<file path="src/hw/rtl/flh_pkg.sv">
`timescale 1ns / 1ps
package flh_pkg;

  localparam logic [63:0] K1 = 64'h87c37b916942566d;
  localparam logic [63:0] K2 = 64'hacf5ad43274593b9;
  localparam logic [63:0] K3 = 64'ha951abd7ed558e35;
  localparam logic [63:0] K4 = 64'hc673b96e1a85ed39;
  localparam logic [63:0] K5 = 64'hc3a5c85c97cb3199;
  localparam logic [63:0] K6 = 64'hb492b66f5e98f273;
  localparam logic [63:0] K7 = 64'h9ae16a3b2d853d67;
  localparam logic [63:0] K8 = 64'hc9d64a2ae57b2457;
  localparam logic [63:0] K9 = 64'h6789ab5de12356bd;
  localparam logic [63:0] KA = 64'h7ab98cd21ef34ac5;
  localparam logic [63:0] KB = 64'h939b961b3a3ef3df;
  localparam logic [63:0] KC = 64'h7294d1ab85f24c45;
  localparam logic [63:0] KD = 64'h96f6a7a1d23a526d;
  localparam logic [63:0] KF = 64'h8a5fd6b32d5a3a17;

  localparam logic [1:0] CFG_SEED_ONE   = 2'd0;
  localparam logic [1:0] CFG_SEED_TWO   = 2'd1;
  localparam logic [1:0] CFG_SEED_THREE = 2'd2;
  localparam logic [1:0] CFG_SEED_FOUR  = 2'd3;

  typedef struct packed {
    logic [63:0] data_word;
    logic [3:0]  byte_count;
    logic        last;
  } flh_in_t;

  typedef struct packed {
    logic [63:0] digest_first;
    logic [63:0] digest_second;
  } flh_out_t;

  // product requests to the shared multiplier
  typedef struct packed {
    logic        start;
    logic [63:0] a;
    logic [63:0] b;
  } flh_mul_req_t;

  function automatic logic [63:0] rot(input logic [63:0] x, input logic [5:0] r);
    logic [127:0] d;
    d = {x, x} << r;
    return d[127:64];
  endfunction

endpackage

</file>
<file path="src/hw/rtl/flh_mul.sv">
`timescale 1ns / 1ps
module flh_mul import flh_pkg::*; (
  input  logic         clk,
  input  logic         rst_n,
  input  flh_mul_req_t req,
  output logic         done,
  output logic [63:0]  prod
);

  // 64x64 low product from three 32x32 partials, one per cycle
  logic [63:0] a_r, b_r, acc_r, acc_nxt;
  logic [2:0]  step_r, step_nxt;
  logic        busy_r, busy_nxt;
  logic [31:0] opa, opb;
  logic [63:0] p32;
  logic [63:0] pp;

  always_comb begin
    opa = (step_r == 3'd2) ? a_r[63:32] : a_r[31:0];
    opb = (step_r == 3'd1) ? b_r[63:32] : b_r[31:0];
    p32 = opa * opb;
    pp = 64'd0;
    case (step_r)
      3'd0: pp = p32;
      3'd1, 3'd2: pp = {p32[31:0], 32'd0};
      default: pp = 64'd0;
    endcase
  end

  always_comb begin
    busy_nxt = busy_r;
    step_nxt = step_r;
    acc_nxt  = acc_r;
    if (req.start) begin
      busy_nxt = 1'b1;
      step_nxt = 3'd0;
      acc_nxt  = 64'd0;
    end else if (busy_r) begin
      acc_nxt  = acc_r + pp;
      step_nxt = step_r + 3'd1;
      if (step_r == 3'd2) busy_nxt = 1'b0;
    end
  end

  always_ff @(posedge clk) begin
    if (!rst_n) begin
      busy_r <= 1'b0;
      step_r <= 3'd0;
    end else begin
      busy_r <= busy_nxt;
      step_r <= step_nxt;
    end
    acc_r <= acc_nxt;
    if (req.start) begin
      a_r <= req.a;
      b_r <= req.b;
    end
  end

  assign done = busy_r && !busy_nxt;
  assign prod = acc_nxt;

endmodule

</file>
<file path="config.mk">
export PLATFORM = sky130hd
export DESIGN_NAME = flh_mul
export DESIGN_NICKNAME = d
export VERILOG_FILES = /design/src/hw/rtl/flh_pkg.sv /design/src/hw/rtl/flh_mul.sv
export SDC_FILE = /design/constraint.sdc
export NUM_CORES = 2
export LEC_CHECK = 0
export BUFFER_PORTS_ARGS = -buffer_cell sky130_fd_sc_hd__buf_2
export CORE_AREA = 5 5 275 277
export DETAILED_ROUTE_END_ITERATION = 7
export DIE_AREA = 0 0 280 282
export MAX_ROUTING_LAYER = met4
export PLACE_DENSITY_LB_ADDON = 0.25
export SLEW_MARGIN = 20
export SYNTH_ARGS = -nofsm -noshare
export SYNTH_HDL_FRONTEND = slang
export SYNTH_SLANG_ARGS = --single-unit
export TNS_END_PERCENT = 50
</file>
<file path="constraint.sdc">
create_clock -name clk -period 15.2 [get_ports clk]
set_input_delay 2.28 -clock clk [delete_from_list [all_inputs] [get_ports clk]]
set_output_delay 2.28 -clock clk [all_outputs]
set_load 0.01 [all_outputs]
</file>
; ---- After elaboration in Yosys (flattened, before gate mapping)
; Cells that the tools add are included.
[word_totals]
ff_bits = 196
latch_bits = 0
mem_bits_rw = 0
mem_bits_ro = 0
word_cells = 24
n_memories = 0
[classes]
n_addsub = 2
mul = 1
div_mod_pow = 0
order_cmp = 0
n_eq_ne = 2
n_shift = 0
n_mux = 8
n_bitwise = 1
reduce_logical = 5
[op_table]
columns = op, count
row1 = 2-to-1 mux 64 bit, 2
row2 = one-hot mux 64 bit (2 select lines), 1
row3 = adder 64 bit, 1
row4 = multiplier 32 x 32 -> 64 bit, 1
row5 = 2-to-1 mux 32 bit, 2
row6 = OR reduction 2 bit, 2
row7 = adder 3 x 1 -> 3 bit (second input constant), 1
row8 = equality test 3 x 1 -> 1 bit (second input constant), 1
row9 = equality test 3 x 2 -> 1 bit (second input constant), 1
row10 = zero test 3 bit, 1
row11 = 2-to-1 mux 1 bit, 3
row12 = logical AND 1 bit, 1
row13 = zero test 1 bit, 1
row14 = inverter 1 bit, 1

; ---- Logic depth before layout (Yosys ltp)
[logic_depth]
depth_word = 7
mapped_depth = 49
depth_no_buf = 44

; ---- Least setup slack after synthesis
; No wires, ideal clock.
[synth_timing]
kind = register to output
start = reg step_r[0]
end = out prod[63]
t_arrival_ps = 10802
path_slack_ps = 2118
path_stages_with_launch = 44
n_path_buf = 4
path_cell_list = dfxtp_1 > inv_1 > ha_1 > nor2b_1 > clkbuf_1 > clkbuf_1 > mux2i_1 > clkbuf_1 > nor2_1 > fa_1 > inv_1 > fa_1 > fa_1 > fa_1 > inv_1 > fa_1 > inv_1 > fa_1 > [... 8 more ...] > o21ai_0 > a31oi_1 > o21ai_1 > a221o_1 > o31ai_1 > mux2i_1 > o221ai_1 > ha_1 > a21o_1 > a2111oi_0 > a21oi_1 > a221o_1 > a31oi_4 > a2111oi_4 > o2111ai_1 > nand4_1 > a21o_1 > a21oi_2
[synth_via]
elab_chain_len = 7
word_cells_on_any_way = 11
[synth_lines]
columns = element, line_no
row1 = start: declaration, flh_mul.sv:12  ; logic [2:0] step_r, step_nxt;
row2 = start signal: assignment, flh_mul.sv:51  ; step_r <= step_nxt;
row3 = equality test 3 x 2 -> 1 bit / equality test 3 x 1 -> 1 bit (equally long branches), "flh_mul.sv:19, flh_mul.sv:23, flh_mul.sv:20"
row4 = 2-to-1 mux 32 bit (on tied branches), "flh_mul.sv:19, flh_mul.sv:20"
row5 = multiplier 32 x 32 -> 64 bit, flh_mul.sv:21  ; p32 = opa * opb;
row6 = one-hot mux 64 bit (2 select lines) *, flh_mul.sv:23  ; case (step_r)
row7 = adder 64 bit *, flh_mul.sv:39  ; acc_nxt = acc_r + pp;
row8 = 2-to-1 mux 64 bit *, flh_mul.sv:38  ; end else if (busy_r) begin
row9 = 2-to-1 mux 64 bit *, flh_mul.sv:34  ; if (req.start) begin
row10 = end: declaration, flh_mul.sv:7  ; output logic [63:0] prod
; Mark *: on every way between the ends. The rest lies on a longest branch, timed or not.

; ---- Worst setup path after layout
[layout_timing]
start = reg step_r[0]
end = out prod[60]
; Same word-level chain as after synthesis.

==> results.ini <==
[critical_path]
end_kind=output pin
crit_buf_inv=5
cp_top_family=adder cells
cp.required_ns=12.92
critPathKind=flip-flop to output pin
cp-start-kind=flip-flop
arrival_ns=12.47
cp_max_fo=15
cpPeakStageDelay_ns=0.87
crit_slowest_cell=mux2i_2
critPathMostFrequentCell=fa_1

[place]
dpl.hpwl_mm=117
port_buffers=195
gp_congestion=1.02

[flow_run]
max-cap-violations=0

[synthesis]
ys_top_cells_by_count=fa_1 (897), inv_1 (889), nand2_1 (687), nor2_1 (674), ha_1 (330)
synth_cells=4816
synth_edf_count=128
async_flop_share_pct=0
netlist_area_um2=43400
synthFlopType=edfxtp_1
synth-seq-cells=196
synth_top_area_share_pct=41.4
synthDistinctLibCells=86
synth.area.top_cells=fa_1 (41%), ha_1 (9.5%), edfxtp_1 (8.9%)
yosys.area.top_type=fa_1
avgSynthCellArea_um2=9.01
post-synth-top-count-cell=fa_1
synth_nets=6174
ys_warn_count=0
yosysSeqAreaShare_pct=12.0

[global_route]
grt_pass1_vias=37000
grt_antenna_before_repair=0
grt_max_degree=66
grt_overflow=0
grt_pass1_wl_mm=215
grt_usage_pct=37.3

[clock_network]
cts-htree-levels=4
cts.sinks=196
path_clk_slew_ns=0.11
clockBufferDepth=2
numCtsBuffers=17
worstSkewPairLatency_ns=0.53
root_buffer=clkbuf_16
cts_tree=yes

[routing]
wirelength_mm=142
remaining_drc_errors=0
drt_pass1_iterations=6
dr_total_vias=35300
first_iter_violations=3293
ant_nets=0
via_per_inst=5.97
wl_per_cell_um=24.0

[sta]
fin_tns_setup_ns=0
clock_skew_ns=0.0286
slew_headroom_pct=30.7
setup_viol_count_final=0
final.min_clock_period_ns=14.75
rsz0062_at_grt=false
finalHoldViolations=0
worst_pin_slew_ns=1.02
max_freq_ghz=0.0678
period_share_pct=97.1
finalMaxSlewViolations=0

[die]
initial_utilization_pct=59.8
fp.dieW_um=280
rows=99
dieArea_um2=79000
ios=196
die_h_um=282
design.core.area_um2=72600

[finish]
regArea_um2=5210
layout.nets=6295
area_growth_pct=7.43
nFillCells=6198
layout-drive-gt1-share_pct=9.88
multi_input_area_um2=34300

[hold_path]
hold_class=flip-flop to flip-flop

[run_status]
status=finished, final reports clean

==> logic make-up after synthesis <==
group / share of synthesized area, %
buffers and inverters: 9.66
DFF: 12.0
adders and majority gates: 50.9
xor gates and xnor gates: 2.24
muxes: 3.27
and+or+nand+nor: 14.4
AOI/OAI and AO/OA: 7.59
==> final timing paths <==
kind	slack (ns)	end	startpoint	cells past startpoint
hold reg to reg	0.48	acc_r[58]	acc_r[58]	2
setup / recovery	0.45	prod[60]	step_r[0]	40
hold / removal	0.48	acc_r[58]	acc_r[58]	2
setup reg to reg	3.33	acc_r[60]	step_r[0]	39
==> through the flow <==
step                      instances  util, %  instance area (um^2)  setup WS [ns]  hold WS [ns]
after floorplan                4816        -                 43400           2.12         0.493
after global placement         5869     63.1                 45800          0.652         0.466
after detailed placement       5869     63.1                 45800          0.671         0.470
after CTS                      5901     64.0                 46400         0.0219         0.485
after global routing           5909     64.2                 46600         0.0266         0.509
final                          5910     64.3                 46600          0.447         0.485
==> placed cells by master, fill, tap and decap left out, drive strengths merged, types with 13 or more instances in the layout <==
cell type	synthesis	final
nand3	25	25
nor2b	12	13
o21ai	80	80
dfxtp	68	68
fa	897	897
xnor2	73	73
a31oi	24	24
and2	25	25
xor2	38	38
inv	890	900
a21o	81	81
clkbuf	196	17
nand2	687	687
o21bai	36	36
buf	25	322
edfxtp	128	128
nor3	20	20
ha	330	330
o22ai	22	22
mux2	30	30
nand4	38	38
nand2b	16	16
nor2	675	675
mux2i	108	108
a21oi	148	148
==> flip-flops by register name, indices dropped and copies added (netlist names) <==
| signal | count |
|---|---|
| step_r | 3 |
| acc_r | 64 |
| a_r | 64 |
| b_r | 64 |
| busy_r | 1 |
==> worst register-to-register path, delay by kind of cell (launching register included) <==
family	cells	cell delay, ns
and+or+nand+nor	9	1.59
adders and majority gates	11	4.73
xor gates and xnor gates	1	0.72
AOI/OAI and AO/OA	13	2.60
buffers and inverters	4	0.83
muxes	1	0.89
DFF	1	0.41
==> timing repair <==
item	CTS	global route
buffers inserted	0	7
endpoints found under the setup margin	0	12
hold buffers	0	0
resized for setup	0	26
==> layer usage <==
metal  share of wire [%]  vias up  routed length, um  GRT usage (%)
li1                    -    15100                  -              -
met1                  37    17600              51900           45.8
met2                  46     2039              64800           57.2
met3                  11      562              15600           9.62
met4                 6.9        0               9760           20.1
met5                   0        -                  0              -
==> cell type report <==
type / count / share of cell area (%)
antenna: 1 / 0.00537
clock buffer: 17 / 0.912
clock inverter: 15 / 0.445
inverter: 891 / 7.17
multi-input combinational: 3509 / 73.5
sequential: 196 / 11.2
tap: 959 / 2.57
timing repair buffer: 322 / 4.19
Power is not shown: default switching activity piles up to over one toggle a cycle in this logic, so the estimate is an artifact.
